`config.mk`:
```
export PLATFORM = sky130hd
export DESIGN_NAME = window_avg_min_max_flat
export DESIGN_NICKNAME = d
export VERILOG_FILES = /design/src/hdl/wamm_pkg.sv /design/src/hdl/wamm_in_if.sv /design/src/hdl/wamm_out_if.sv /design/src/hdl/wamm_ram.sv /design/src/hdl/wamm_ctrl.sv /design/src/hdl/wamm_dp.sv /design/src/hdl/window_avg_min_max.sv /design/src/flat_wrapper.sv
export SDC_FILE = /design/constraint.sdc
export NUM_CORES = 1
export LEC_CHECK = 0
export ABC_CLOCK_PERIOD_IN_PS = 6000
export BUFFER_PORTS_ARGS = -buffer_cell sky130_fd_sc_hd__buf_2
export CORE_UTILIZATION = 45
export CTS_BUF_LIST = sky130_fd_sc_hd__clkbuf_4 sky130_fd_sc_hd__clkbuf_8 sky130_fd_sc_hd__clkbuf_16
export DETAILED_ROUTE_END_ITERATION = 16
export GPL_ROUTABILITY_DRIVEN = 0
export PLACE_DENSITY = 0.68
export SLEW_MARGIN = 20
export SYNTH_ARGS = -nofsm -noshare
export SYNTH_HDL_FRONTEND = slang
export SYNTH_SLANG_ARGS = --single-unit
```
`constraint.sdc`:
```
create_clock -name clk_i -period 6 [get_ports clk_i]
set_input_delay 0.6 -clock clk_i [delete_from_list [all_inputs] [get_ports clk_i]]
set_output_delay 0.6 -clock clk_i [all_outputs]
set_load 0.02 [all_outputs]
```
`src/hdl/wamm_pkg.sv`:
```
// Package for the windowed average / min / max block.
// Holds the default sizes, the controller-datapath command and status
// structs, and an elaboration-time log2 helper. No dependencies.
`default_nettype none

package wamm_pkg;

  localparam int unsigned WindowDepthDefault = 16;
  localparam int unsigned SampleWidthDefault = 24;

  // Commands from the controller to the datapath.
  typedef struct packed {
    logic load;    // capture a new sample and restart the scan counter
    logic scan;    // issue one window read
    logic commit;  // write the sample back and load the result register
  } cmd_t;

  // Status from the datapath back to the controller.
  typedef struct packed {
    logic scan_last;  // the read being issued is the last window entry
    logic out_free;   // the result register can take a new result
  } sts_t;

  // Floor of log2, only used to size the average shift.
  function automatic int unsigned floor_log2(input int unsigned d);
    int unsigned k;
    int unsigned v;
    k = 0;
    v = d;
    while (v > 1) begin
      v = v >> 1;
      k = k + 1;
    end
    return k;
  endfunction

endpackage

`default_nettype wire

```
`src/hdl/wamm_in_if.sv`:
```
// Input channel of the windowed average / min / max block.
// Valid/ready handshake carrying one signed sample; no dependencies.
`default_nettype none

interface wamm_in_if #(
  parameter int unsigned SampleWidth = 24
);
  logic                          valid;
  logic                          ready;
  logic signed [SampleWidth-1:0] sample;

  modport source (output valid, output sample, input ready);
  modport sink   (input valid, input sample, output ready);
endinterface

`default_nettype wire

```
`src/hdl/wamm_out_if.sv`:
```
// Result channel of the windowed average / min / max block.
// Valid/ready handshake carrying five signed values; no dependencies.
`default_nettype none

interface wamm_out_if #(
  parameter int unsigned SampleWidth = 24
);
  logic                          valid;
  logic                          ready;
  logic signed [SampleWidth-1:0] newest;
  logic signed [SampleWidth-1:0] oldest;
  logic signed [SampleWidth-1:0] window_min;
  logic signed [SampleWidth-1:0] window_max;
  logic signed [SampleWidth-1:0] window_avg;

  modport source (output valid, output newest, output oldest, output window_min,
                  output window_max, output window_avg, input ready);
  modport sink   (input valid, input newest, input oldest, input window_min,
                  input window_max, input window_avg, output ready);
endinterface

`default_nettype wire

```
`src/hdl/wamm_ram.sv`:
```
// Generic single-write, single-read RAM with a registered read port.
// Used for the sample window; no dependencies.
`default_nettype none

module wamm_ram #(
  parameter int unsigned Width = 24,
  parameter int unsigned Depth = 16
) (
  input  wire logic                     clk_i,
  input  wire logic                     we_i,
  input  wire logic [$clog2(Depth)-1:0] waddr_i,
  input  wire logic [Width-1:0]         wdata_i,
  input  wire logic                     re_i,
  input  wire logic [$clog2(Depth)-1:0] raddr_i,
  output logic      [Width-1:0]         rdata_o
);

  logic [Width-1:0] mem_q [Depth];

  always_ff @(posedge clk_i) begin
    if (we_i) begin
      mem_q[waddr_i] <= wdata_i;
    end
    if (re_i) begin
      rdata_o <= mem_q[raddr_i];
    end
  end

endmodule

`default_nettype wire

```
`src/hdl/wamm_ctrl.sv`:
```
// Controller state machine of the windowed average / min / max block.
// Sequences accept, window scan and commit; depends on wamm_pkg.
`default_nettype none

module wamm_ctrl (
  input  wire logic            clk_i,
  input  wire logic            rst_ni,
  input  wire logic            in_valid_i,
  output logic                 in_ready_o,
  input  wire wamm_pkg::sts_t  sts_i,
  output wamm_pkg::cmd_t       cmd_o
);
  import wamm_pkg::*;

  typedef enum logic [3:0] {
    StIdle   = 4'b0001,
    StScan   = 4'b0010,
    StWait   = 4'b0100,
    StFinish = 4'b1000
  } state_e;

  state_e state_q, state_d;

  assign in_ready_o  = (state_q == StIdle);
  assign cmd_o.load   = in_valid_i && (state_q == StIdle);
  assign cmd_o.scan   = (state_q == StScan);
  assign cmd_o.commit = (state_q == StFinish) && sts_i.out_free;

  always_comb begin
    state_d = state_q;
    case (state_q)
      StIdle: begin
        if (in_valid_i) state_d = StScan;
      end
      StScan: begin
        if (sts_i.scan_last) state_d = StWait;
      end
      // The last read returns during this cycle.
      StWait: begin
        state_d = StFinish;
      end
      StFinish: begin
        if (sts_i.out_free) state_d = StIdle;
      end
      default: begin
        state_d = StIdle;
      end
    endcase
  end

  always_ff @(posedge clk_i or negedge rst_ni) begin
    if (!rst_ni) begin
      state_q <= StIdle;
    end else begin
      state_q <= state_d;
    end
  end

  assert property (@(posedge clk_i) disable iff (!rst_ni)
    (state_q == StFinish) && !sts_i.out_free |=> (state_q == StFinish))
    else $error("result dropped while the result register was busy");

  assert property (@(posedge clk_i) disable iff (!rst_ni)
    (state_q == StScan) && sts_i.scan_last |=> (state_q == StWait))
    else $error("scan did not stop after the last window entry");

  assert property (@(posedge clk_i) disable iff (!rst_ni)
    in_valid_i && in_ready_o |=> (state_q == StScan))
    else $error("accepted transaction did not start a window scan");

endmodule

`default_nettype wire

```
`src/hdl/wamm_dp.sv`:
```
// Datapath of the windowed average / min / max block: window RAM,
// per-entry valid flags, scan min/max, running sum and result register.
// Depends on wamm_pkg and wamm_ram.
`default_nettype none

module wamm_dp #(
  parameter int unsigned WindowDepth = wamm_pkg::WindowDepthDefault,
  parameter int unsigned SampleWidth = wamm_pkg::SampleWidthDefault
) (
  input  wire logic                          clk_i,
  input  wire logic                          rst_ni,
  input  wire wamm_pkg::cmd_t                cmd_i,
  output wamm_pkg::sts_t                     sts_o,
  input  wire logic signed [SampleWidth-1:0] sample_i,
  input  wire logic                          out_ready_i,
  output logic                               out_valid_o,
  output logic signed      [SampleWidth-1:0] newest_o,
  output logic signed      [SampleWidth-1:0] oldest_o,
  output logic signed      [SampleWidth-1:0] min_o,
  output logic signed      [SampleWidth-1:0] max_o,
  output logic signed      [SampleWidth-1:0] avg_o
);
  import wamm_pkg::*;

  localparam int unsigned AddrWidth = $clog2(WindowDepth);
  localparam int unsigned SumWidth  = SampleWidth + $clog2(WindowDepth);
  localparam int unsigned AvgShift  = floor_log2(WindowDepth);
  localparam logic [AddrWidth-1:0] LastAddr = AddrWidth'(WindowDepth - 1);

  logic signed [SampleWidth-1:0] sample_q;
  logic [AddrWidth-1:0]          pos_q;
  logic [AddrWidth-1:0]          nxt_pos;
  logic [AddrWidth-1:0]          cnt_q;
  logic                          rd_vld_q;
  logic                          rd_live_q;
  logic [AddrWidth-1:0]          rd_addr_q;
  logic [WindowDepth-1:0]        vld_q;
  logic [SampleWidth-1:0]        rdata;
  logic signed [SampleWidth-1:0] mem_v;
  logic signed [SampleWidth-1:0] cur_v;
  logic signed [SampleWidth-1:0] old_q;
  logic signed [SampleWidth-1:0] oldest_q;
  logic signed [SampleWidth-1:0] min_q;
  logic signed [SampleWidth-1:0] max_q;
  logic signed [SumWidth-1:0]    sum_q;
  logic signed [SumWidth-1:0]    sum_d;
  logic signed [SumWidth-1:0]    sum_shr;
  logic                          out_vld_q;
  logic signed [SampleWidth-1:0] newest_q;
  logic signed [SampleWidth-1:0] res_oldest_q;
  logic signed [SampleWidth-1:0] res_min_q;
  logic signed [SampleWidth-1:0] res_max_q;
  logic signed [SampleWidth-1:0] res_avg_q;

  wamm_ram #(
    .Width (SampleWidth),
    .Depth (WindowDepth)
  ) u_ram (
    .clk_i   (clk_i),
    .we_i    (cmd_i.commit),
    .waddr_i (pos_q),
    .wdata_i (sample_q),
    .re_i    (cmd_i.scan),
    .raddr_i (cnt_q),
    .rdata_o (rdata)
  );

  assign nxt_pos = (pos_q == LastAddr) ? '0 : pos_q + AddrWidth'(1);

  // Entries never written since reset read as zero.
  assign mem_v = rd_live_q ? $signed(rdata) : '0;
  // The entry at the write position reads as the new sample in place of its stored value.
  assign cur_v = (rd_addr_q == pos_q) ? sample_q : mem_v;

  assign sum_d = sum_q
               - {{(SumWidth-SampleWidth){old_q[SampleWidth-1]}}, old_q}
               + {{(SumWidth-SampleWidth){sample_q[SampleWidth-1]}}, sample_q};
  assign sum_shr = sum_d >>> AvgShift;

  assign sts_o.scan_last = (cnt_q == LastAddr);
  assign sts_o.out_free  = !out_vld_q || out_ready_i;

  // Control state.
  always_ff @(posedge clk_i or negedge rst_ni) begin
    if (!rst_ni) begin
      pos_q     <= '0;
      cnt_q     <= '0;
      rd_vld_q  <= 1'b0;
      vld_q     <= '0;
      sum_q     <= '0;
      out_vld_q <= 1'b0;
    end else begin
      rd_vld_q <= cmd_i.scan;
      if (cmd_i.load) begin
        cnt_q <= '0;
      end else if (cmd_i.scan) begin
        cnt_q <= cnt_q + AddrWidth'(1);
      end
      if (cmd_i.commit) begin
        vld_q[pos_q] <= 1'b1;
        pos_q        <= nxt_pos;
        sum_q        <= sum_d;
        out_vld_q    <= 1'b1;
      end else if (out_ready_i) begin
        out_vld_q <= 1'b0;
      end
    end
  end

  // Payload state.
  always_ff @(posedge clk_i) begin
    if (cmd_i.load) begin
      sample_q <= sample_i;
    end
    if (cmd_i.scan) begin
      rd_addr_q <= cnt_q;
      rd_live_q <= vld_q[cnt_q];
    end
    if (rd_vld_q) begin
      if (rd_addr_q == '0) begin
        min_q <= cur_v;
        max_q <= cur_v;
      end else begin
        if (cur_v < min_q) min_q <= cur_v;
        if (cur_v > max_q) max_q <= cur_v;
      end
      if (rd_addr_q == pos_q) old_q <= mem_v;
      if (rd_addr_q == nxt_pos) oldest_q <= cur_v;
    end
    if (cmd_i.commit) begin
      newest_q     <= sample_q;
      res_oldest_q <= oldest_q;
      res_min_q    <= min_q;
      res_max_q    <= max_q;
      res_avg_q    <= sum_shr[SampleWidth-1:0];
    end
  end

  assign out_valid_o = out_vld_q;
  assign newest_o    = newest_q;
  assign oldest_o    = res_oldest_q;
  assign min_o       = res_min_q;
  assign max_o       = res_max_q;
  assign avg_o       = res_avg_q;

  assert property (@(posedge clk_i) disable iff (!rst_ni)
    cmd_i.commit |-> !rd_vld_q && !cmd_i.scan)
    else $error("commit overlaps a window read");

  assert property (@(posedge clk_i) disable iff (!rst_ni)
    cmd_i.commit |=> (pos_q != $past(pos_q)))
    else $error("write position did not advance on commit");

  assert property (@(posedge clk_i) disable iff (!rst_ni)
    cmd_i.commit |=> (res_min_q <= res_max_q))
    else $error("window minimum exceeds window maximum");

endmodule

`default_nettype wire

```
`src/hdl/window_avg_min_max.sv`:
```
// Each sample is accepted, scanned over the whole window, then committed as a result.
// A sample is taken only once the last is committed; the scan reads one window
// entry per cycle through the single read port of the window RAM.
// A result waiting in the output register stalls only the next commit.
// Reset (rst_ni, asynchronous, active low) clears the write position, running sum
// and per-entry valid flags, so the whole window reads as zero with no clearing pass.
`default_nettype none

module window_avg_min_max #(
  parameter int unsigned WindowDepth = wamm_pkg::WindowDepthDefault,
  parameter int unsigned SampleWidth = wamm_pkg::SampleWidthDefault
) (
  input  wire logic clk_i,
  input  wire logic rst_ni,
  wamm_in_if.sink   in_i,
  wamm_out_if.source out_o
);
  import wamm_pkg::*;

  cmd_t cmd;
  sts_t sts;

  wamm_ctrl u_ctrl (
    .clk_i      (clk_i),
    .rst_ni     (rst_ni),
    .in_valid_i (in_i.valid),
    .in_ready_o (in_i.ready),
    .sts_i      (sts),
    .cmd_o      (cmd)
  );

  wamm_dp #(
    .WindowDepth (WindowDepth),
    .SampleWidth (SampleWidth)
  ) u_dp (
    .clk_i       (clk_i),
    .rst_ni      (rst_ni),
    .cmd_i       (cmd),
    .sts_o       (sts),
    .sample_i    (in_i.sample),
    .out_ready_i (out_o.ready),
    .out_valid_o (out_o.valid),
    .newest_o    (out_o.newest),
    .oldest_o    (out_o.oldest),
    .min_o       (out_o.window_min),
    .max_o       (out_o.window_max),
    .avg_o       (out_o.window_avg)
  );

endmodule

`default_nettype wire
```
`src/flat_wrapper.sv`:
```
// flat-port wrapper written by rule: the top's interface ports become plain ports
module window_avg_min_max_flat import wamm_pkg::*;
#(
  parameter int unsigned WindowDepth = wamm_pkg::WindowDepthDefault,
  parameter int unsigned SampleWidth = wamm_pkg::SampleWidthDefault
)
  (clk_i, rst_ni, in_i_valid, in_i_sample, in_i_ready, out_o_valid, out_o_newest, out_o_oldest, out_o_window_min, out_o_window_max, out_o_window_avg, out_o_ready);
  wamm_in_if #(.SampleWidth(SampleWidth)) in_i_i ();
  wamm_out_if #(.SampleWidth(SampleWidth)) out_o_i ();
  input  wire logic clk_i;
  input  wire logic rst_ni;
  input wire logic [$bits(in_i_i.valid)-1:0] in_i_valid;
  input wire logic [$bits(in_i_i.sample)-1:0] in_i_sample;
  output wire logic [$bits(in_i_i.ready)-1:0] in_i_ready;
  output wire logic [$bits(out_o_i.valid)-1:0] out_o_valid;
  output wire logic [$bits(out_o_i.newest)-1:0] out_o_newest;
  output wire logic [$bits(out_o_i.oldest)-1:0] out_o_oldest;
  output wire logic [$bits(out_o_i.window_min)-1:0] out_o_window_min;
  output wire logic [$bits(out_o_i.window_max)-1:0] out_o_window_max;
  output wire logic [$bits(out_o_i.window_avg)-1:0] out_o_window_avg;
  input wire logic [$bits(out_o_i.ready)-1:0] out_o_ready;
  assign in_i_i.valid = in_i_valid;
  assign in_i_i.sample = in_i_sample;
  assign in_i_ready = in_i_i.ready;
  assign out_o_valid = out_o_i.valid;
  assign out_o_newest = out_o_i.newest;
  assign out_o_oldest = out_o_i.oldest;
  assign out_o_window_min = out_o_i.window_min;
  assign out_o_window_max = out_o_i.window_max;
  assign out_o_window_avg = out_o_i.window_avg;
  assign out_o_i.ready = out_o_ready;
  window_avg_min_max #(.WindowDepth(WindowDepth), .SampleWidth(SampleWidth)) u_core (.clk_i(clk_i), .rst_ni(rst_ni), .in_i(in_i_i), .out_o(out_o_i));
endmodule
```
### Yosys cells after proc, flatten, opt, wreduce, memory -nomap -nowiden

Memories as Yosys holds them, arrays and structs flattened. A register that Yosys moved wholly into a read port is not among the register bits.
Index checks and enable logic that the tools add are counted.

* RAM bits: 384
* word-level logic and storage cells: 77
* memories kept: 1
* flip-flop bits (word level): 303

Memory list
* u_core.u_dp.u_ram.mem_q: words 16, width 24, read ports 1, clocked after memory_dff 1, write ports 1, line wamm_ram.sv:18 `logic [Width-1:0] mem_q [Depth];`

* multiplexer cells: 21
* equal/unequal tests: 11
* reduce and logical (&&, ||, !) cells: 15
* $add $sub $neg: 4
* bitwise operators: 1
* order comparisons: 5

Operators by type and width (number)
* 2-to-1 mux 24 bit: 6
* adder 28 bit: 1
* subtractor 28 bit: 1
* greater-than comparator 24 bit: 1
* less-than comparator 24 bit: 1
* 2-to-1 mux 4 bit: 6
* OR 16 bit: 1
* case mux 4 bit (4 select lines): 1
* equality test 4 bit, second input constant: 3
* less-than comparator 4 x 5 -> 1 bit, second input constant: 2
* adder 4 x 1 -> 4 bit, second input constant: 2
* equality test 4 bit: 2
* AND reduction 2 bit: 4
* nonzero test 2 bit: 4
* 2-to-1 mux 1 bit: 6
* binary-select mux 1 bit (select 4 bit): 1
* demux 1 bit (select 4 bit): 1
* equality test 4 x 1 -> 1 bit, second input constant: 1
* equality test 4 x 2 -> 1 bit, second input constant: 1
* equality test 4 x 3 -> 1 bit, second input constant: 1
* greater-or-equal comparator 4 x 1 -> 1 bit, second input constant: 1
* logical NOT 4 bit: 1
* inequality test 2 bit, second input constant: 2
* logical AND 1 bit: 3
* other kinds (4): 4

### Depth between registers and ports, before layout

* depth after elaboration: 5
* gate-level depth with buffers: 15
* gate-level depth less buffers: 15

### By module

Synthesis repeated with hierarchy kept, for this count alone.

* cell total of the unflattened synthesis: 1685
* area total of the unflattened synthesis: 29313.1 um2

By module, submodules not included
* wamm_ram: times used 1, cells an instance 636, area each 15170.8 um2
* wamm_dp: times used 1, cells an instance 1031, area each 13933.4 um2
* wamm_ctrl: times used 1, cells an instance 18, area each 209.0 um2

### Worst setup path before layout

Ideal clock, no wire load.

* path kind: reg2reg
* start point: register u_core.u_ctrl.state_q[2]
* end point: register u_core.u_dp.res_avg_q[0] (netlist: u_core.u_dp.avg_o[0]) (enable)
* required time: 5470 ps
* stages on the path, launching flop included: 7
* arrival: 4633 ps
* setup slack: 837 ps
* clock period less this slack: 5163 ps
* library setup time: 530 ps
* path through: dfrtp_1 clkbuf_1 nand3b_1 nand2b_1 inv_1 buf_6 clkbuf_1

RTL lines
* from (decl): line wamm_ctrl.sv:22 `state_e state_q, state_d;`
* from (signal assigned): line wamm_ctrl.sv:53 `state_q <= StIdle;`
* from (signal assigned): line wamm_ctrl.sv:55 `state_q <= state_d;`
* to (signal assigned): line wamm_dp.sv:135 `res_avg_q <= sum_shr[SampleWidth-1:0];`
* to (decl): line wamm_dp.sv:53 `logic signed [SampleWidth-1:0] res_avg_q;`

### Worst setup path after layout

* start point: register u_core.u_dp.sample_q[2]
* end point: register u_core.u_dp.sum_q[24]

* word-level cells in the longest chain between the ends: 1

RTL lines
* from (decl): line wamm_dp.sv:30 `logic signed [SampleWidth-1:0] sample_q;`
* from (signal assigned): line wamm_dp.sv:113 `sample_q <= sample_i;`
* adder 28 bit: line wamm_dp.sv:77 `+ {{(SumWidth-SampleWidth){sample_q[SampleWidth-1]}}, sample_q};`
* via u_core.u_dp.sum_d[24]: line wamm_dp.sv:46 `logic signed [SumWidth-1:0] sum_d;`
* to (signal assigned): line wamm_dp.sv:102 `sum_q <= sum_d;`
* to (decl): line wamm_dp.sv:45 `logic signed [SumWidth-1:0] sum_q;`

The timed path passes the listed nets, and every way through them passes these cells.
A chain may end at the register's enable or synchronous reset.

==> run metrics <==
remaining antenna violation count 0; total power 12.7 mW; CTS resizes 0; Synth Flop Type edfxtp_1; Post-Syn Instances 1559; CTS root buffer clkbuf_16; vias in the first global route 15200; first-pass detailed-route iteration total 7; CP max FO 19; TritonCTS clock tree built; Clock Latency Late Sink 0.62 ns; Crit path top cell by count inv_1; Setup crit start kind flop; CP endpoint kind flop; CP peak stage delay 0.78 ns; antenna violations before repair 0; Leak 12.1 nW; reg2reg start u_core.u_dp.sample_q[2]; Hold Violations, Final 0; Mapped Avg Cell Area 18.5 sq um; critical path type flop to flop; Internal 9.49 mW; Layout area overhead 15.5%; Post-synth EDFFs 653; net switching power 3.21 mW; Die Area 0.0652 sq mm; CP max-delay cell edfxtp_1; Tcrit/Tclk final 74.9%; post-synthesis sequential area ratio 72.9%; DRT iter0 DRCs 1324; required time of the critical path 6.50 ns; Setup Fix Bufs, Post-CTS 0; worst reg-to-reg setup slack 1.50 ns; Max Slew Vio Count 0; IO Port Bufs 149; Final Critical Period 4.50 ns; clock power share 36.1%; max-cap violations 0; min-delay src in_i_sample[11]; Hold EP u_core.u_dp.sample_q[11]; Fmax 222 MHz; Synth Cell Area 0.0289 sq mm; diode count 0; clk slew on worst S/H paths 0.06 ns; library cells used by synthesis 59; Core Rows 92; final core utilization 52.8%; DRT Wirelength 62200 um; Tot GR Track Use 19.7%; Die Wd 255 um; DR DRC count 0; register bit total from synthesis 711; minimum hold slack 0.156 ns; final setup fails 0; Nets 1916; Core Area 0.0632 sq mm; clock sink total 711; Bufs on Longest Clock Path 3; Sequential Power Share 47.9%; share of layout cells above drive strength 1 28.5%; grt total ovfl 0; Max IR drop VDD 0.235 mV; Slew @ Worst Pin 1.05 ns; Starting Density 45.7%; Vias 14600; depth of the worst register-to-register path 13; Net Sw Frac 25.3%; CTS Hold Buffers Added 0; Cell Chain, Critical Path inv_1 > fa_1 > inv_1 > ha_1 > nor2b_1 > o21a_1 > o2111ai_1 > nand3_1 > a21oi_2 > a211oi_1 > o41ai_1 > xnor2_1 > mux2_2; # IOs 150; Critical R2R Capture u_core.u_dp.sum_q[24]; placed wire-length estimate 38700 um; Comb pwr share 15.9%; Critical Path AT 4.99 ns; H-tree Lvls 3; final setup margin 1.50 ns; pin count of the biggest net entering global routing 84; clock skew 0.0295 ns; status complete, no violations; PwrDens 381 mW/mm^2; Vias/cell 5.43; max_slew headroom 29.9%; Final TNS setup 0 ns; CTS buffer count 74; DR WL/cell 23.2 um; Async S/R FF share, synth 8.16%; RSZ-0062 raised after global routing no; Hold Path Cell Cnt 1; first-pass GRT wire length 92900 um; synth warn 0; post-synth net total 1695; worst min path class primary input to flop; Die Ht 255 um; Post-Place Setup Slack 1.56 ns
## metal layers
layer  wire length, um  GRT usage, %  vias to the layer above
met4              1420          6.54                        0
met5                 0             0                        -
met1             25600          25.7                     7551
li1                  -             -                     6426
met2             31600          33.7                      494
met3              3660          3.08                       98
## stage by stage
| step | cells | cell area [sq um] |
|---|---|---|
| final | 2684 | 33400 |
| after CTS | 2684 | 33400 |
| after global placement | 2550 | 30900 |
| after detailed placement | 2550 | 30900 |
| after floorplan | 1559 | 28900 |
| after global routing | 2684 | 33400 |
## layout make-up
| type | count | area (sq um) |
|---|---|---|
| clock buffer | 99 | 2160 |
| tap | 846 | 1060 |
| sequential | 711 | 21100 |
| clock inverter | 35 | 302 |
| timing repair buffer | 189 | 1070 |
| inverter | 159 | 602 |
| fill | 4924 | 29800 |
| multi-input combinational | 645 | 7100 |
## worst max-delay path, delay by kind of cell, from the launching register on
family | cells | cell delay [ns]
buffers and inverters | 2 | 0.23
DFF | 1 | 0.78
and+or+nand+nor | 2 | 0.34
muxes | 1 | 0.28
xor gates and xnor gates | 1 | 0.15
adders and majority gates | 2 | 0.91
AOI/OAI and AO/OA | 5 | 1.70
## how the worst max path moves through the flow
stage                        startpoint                    end  slack [ns]  depth (start not counted)
4_1_cts         u_core.u_dp.sample_q[2]  u_core.u_dp.sum_q[24]        1.56                         13
2_1_floorplan  u_core.u_ctrl.state_q[2]   u_core.u_dp.avg_o[0]        0.84                          6
3_3_place_gp    u_core.u_dp.sample_q[2]  u_core.u_dp.sum_q[24]        1.64                         13
3_5_place_dp    u_core.u_dp.sample_q[2]  u_core.u_dp.sum_q[24]        1.56                         13
5_1_grt         u_core.u_dp.sample_q[2]  u_core.u_dp.sum_q[24]        1.27                         13
6_report        u_core.u_dp.sample_q[2]  u_core.u_dp.sum_q[24]        1.50                         13
## state kept, by name, indices dropped and copies added (netlist names), 24 cells and up
name	count
u_core.u_dp.u_ram.mem_q	384
u_core.u_dp.sum_q	28
u_core.u_dp.avg_o	24
u_core.u_dp.max_o	24
u_core.u_dp.max_q	24
u_core.u_dp.min_o	24
u_core.u_dp.min_q	24
u_core.u_dp.newest_o	24
u_core.u_dp.old_q	24
u_core.u_dp.oldest_o	24
u_core.u_dp.oldest_q	24
u_core.u_dp.sample_q	24
u_core.u_dp.u_ram.rdata_o	24
## logic make-up (layout without fill, tap and decap cells)
| group | after synthesis | count (layout) | synth area share (%) |
|---|---|---|---|
| fa+ha+maj | 108 | 108 | 5.38 |
| xor+xnor | 38 | 38 | 1.15 |
| compound gates | 134 | 134 | 2.94 |
| simple gates | 204 | 204 | 3.70 |
| buf+inv | 203 | 482 | 2.72 |
| mux | 161 | 161 | 11.2 |
| flops | 711 | 711 | 72.9 |
## Yosys cell counts, types with 2 or more instances
cell	n	area share (%)
a31oi_1	6	0.13
a21oi_2	3	0.091
xor2_1	14	0.42
clkbuf_1	27	0.35
a21o_1	18	0.47
o31a_1	3	0.091
a211oi_1	3	0.078
o21ai_1	3	0.052
nand3b_1	3	0.078
nand4_1	14	0.30
o211ai_1	2	0.052
edfxtp_1	653	68
xnor2_1	24	0.73
o21bai_1	2	0.052
and3_1	5	0.11
or2_2	17	0.37
nor3_1	11	0.19
o31ai_1	3	0.078
dfrtp_1	57	4.9
a21boi_0	2	0.052
inv_1	159	2.1
ha_1	81	3.5
nand2_1	43	0.56
mux2_2	32	1.2
nor4_1	4	0.087
nand3_1	10	0.17
nor2_1	41	0.53
o21ai_0	34	0.59
o41ai_1	2	0.061
buf_1	14	0.18
mux4_2	125	9.8
and2_1	28	0.61
nor3b_1	2	0.052
fa_1	27	1.9
o21a_1	6	0.16
nand2b_1	7	0.15
a21oi_1	38	0.66
mux2i_1	3	0.10
buf_6	3	0.12
nor2b_1	11	0.24
## cell usage in the layout, fill, tap and decap left out, types with 4 or more instances in the layout
master     Yosys  routed
clkinv_1       0      11
dfrtp_1       57      53
o21a_1         6       6
clkinv_2       0      15
clkbuf_4       0      15
nand2_1       43      43
fa_1          27      27
nor3_1        11       5
a31oi_1        6       6
nor2b_1       11      11
a21o_1        18      18
clkbuf_16      0      79
o21ai_0       34      34
inv_1        159     158
bufinv_16      0       5
mux4_2       125     125
ha_1          81      81
xnor2_1       24      24
nor2_1        41      29
nor2_2         0      12
and2_1        28      27
a21oi_1       38      38
or2_2         17      17
nand3_1       10      10
nand4_1       14      14
buf_4          0      38
mux2_2        32      32
edfxtp_1     653     653
clkbuf_8       0       5
nor4_1         4       4
xor2_1        14      14
nand2b_1       7       7
buf_2          0     149
nor3_2         0       6
and3_1         5       5
## power groups by stage
stage / clock network (mW) / logic [mW] / registers (mW)
2_1_floorplan: 0 / 1.52 / 6.04
3_3_place_gp: 0 / 2.00 / 6.18
3_5_place_dp: 0 / 2.04 / 6.19
4_1_cts: 4.68 / 2.05 / 6.09
5_1_grt: 4.86 / 2.22 / 6.11
6_report: 4.59 / 2.02 / 6.08
(Power assumes the default switching activity.)
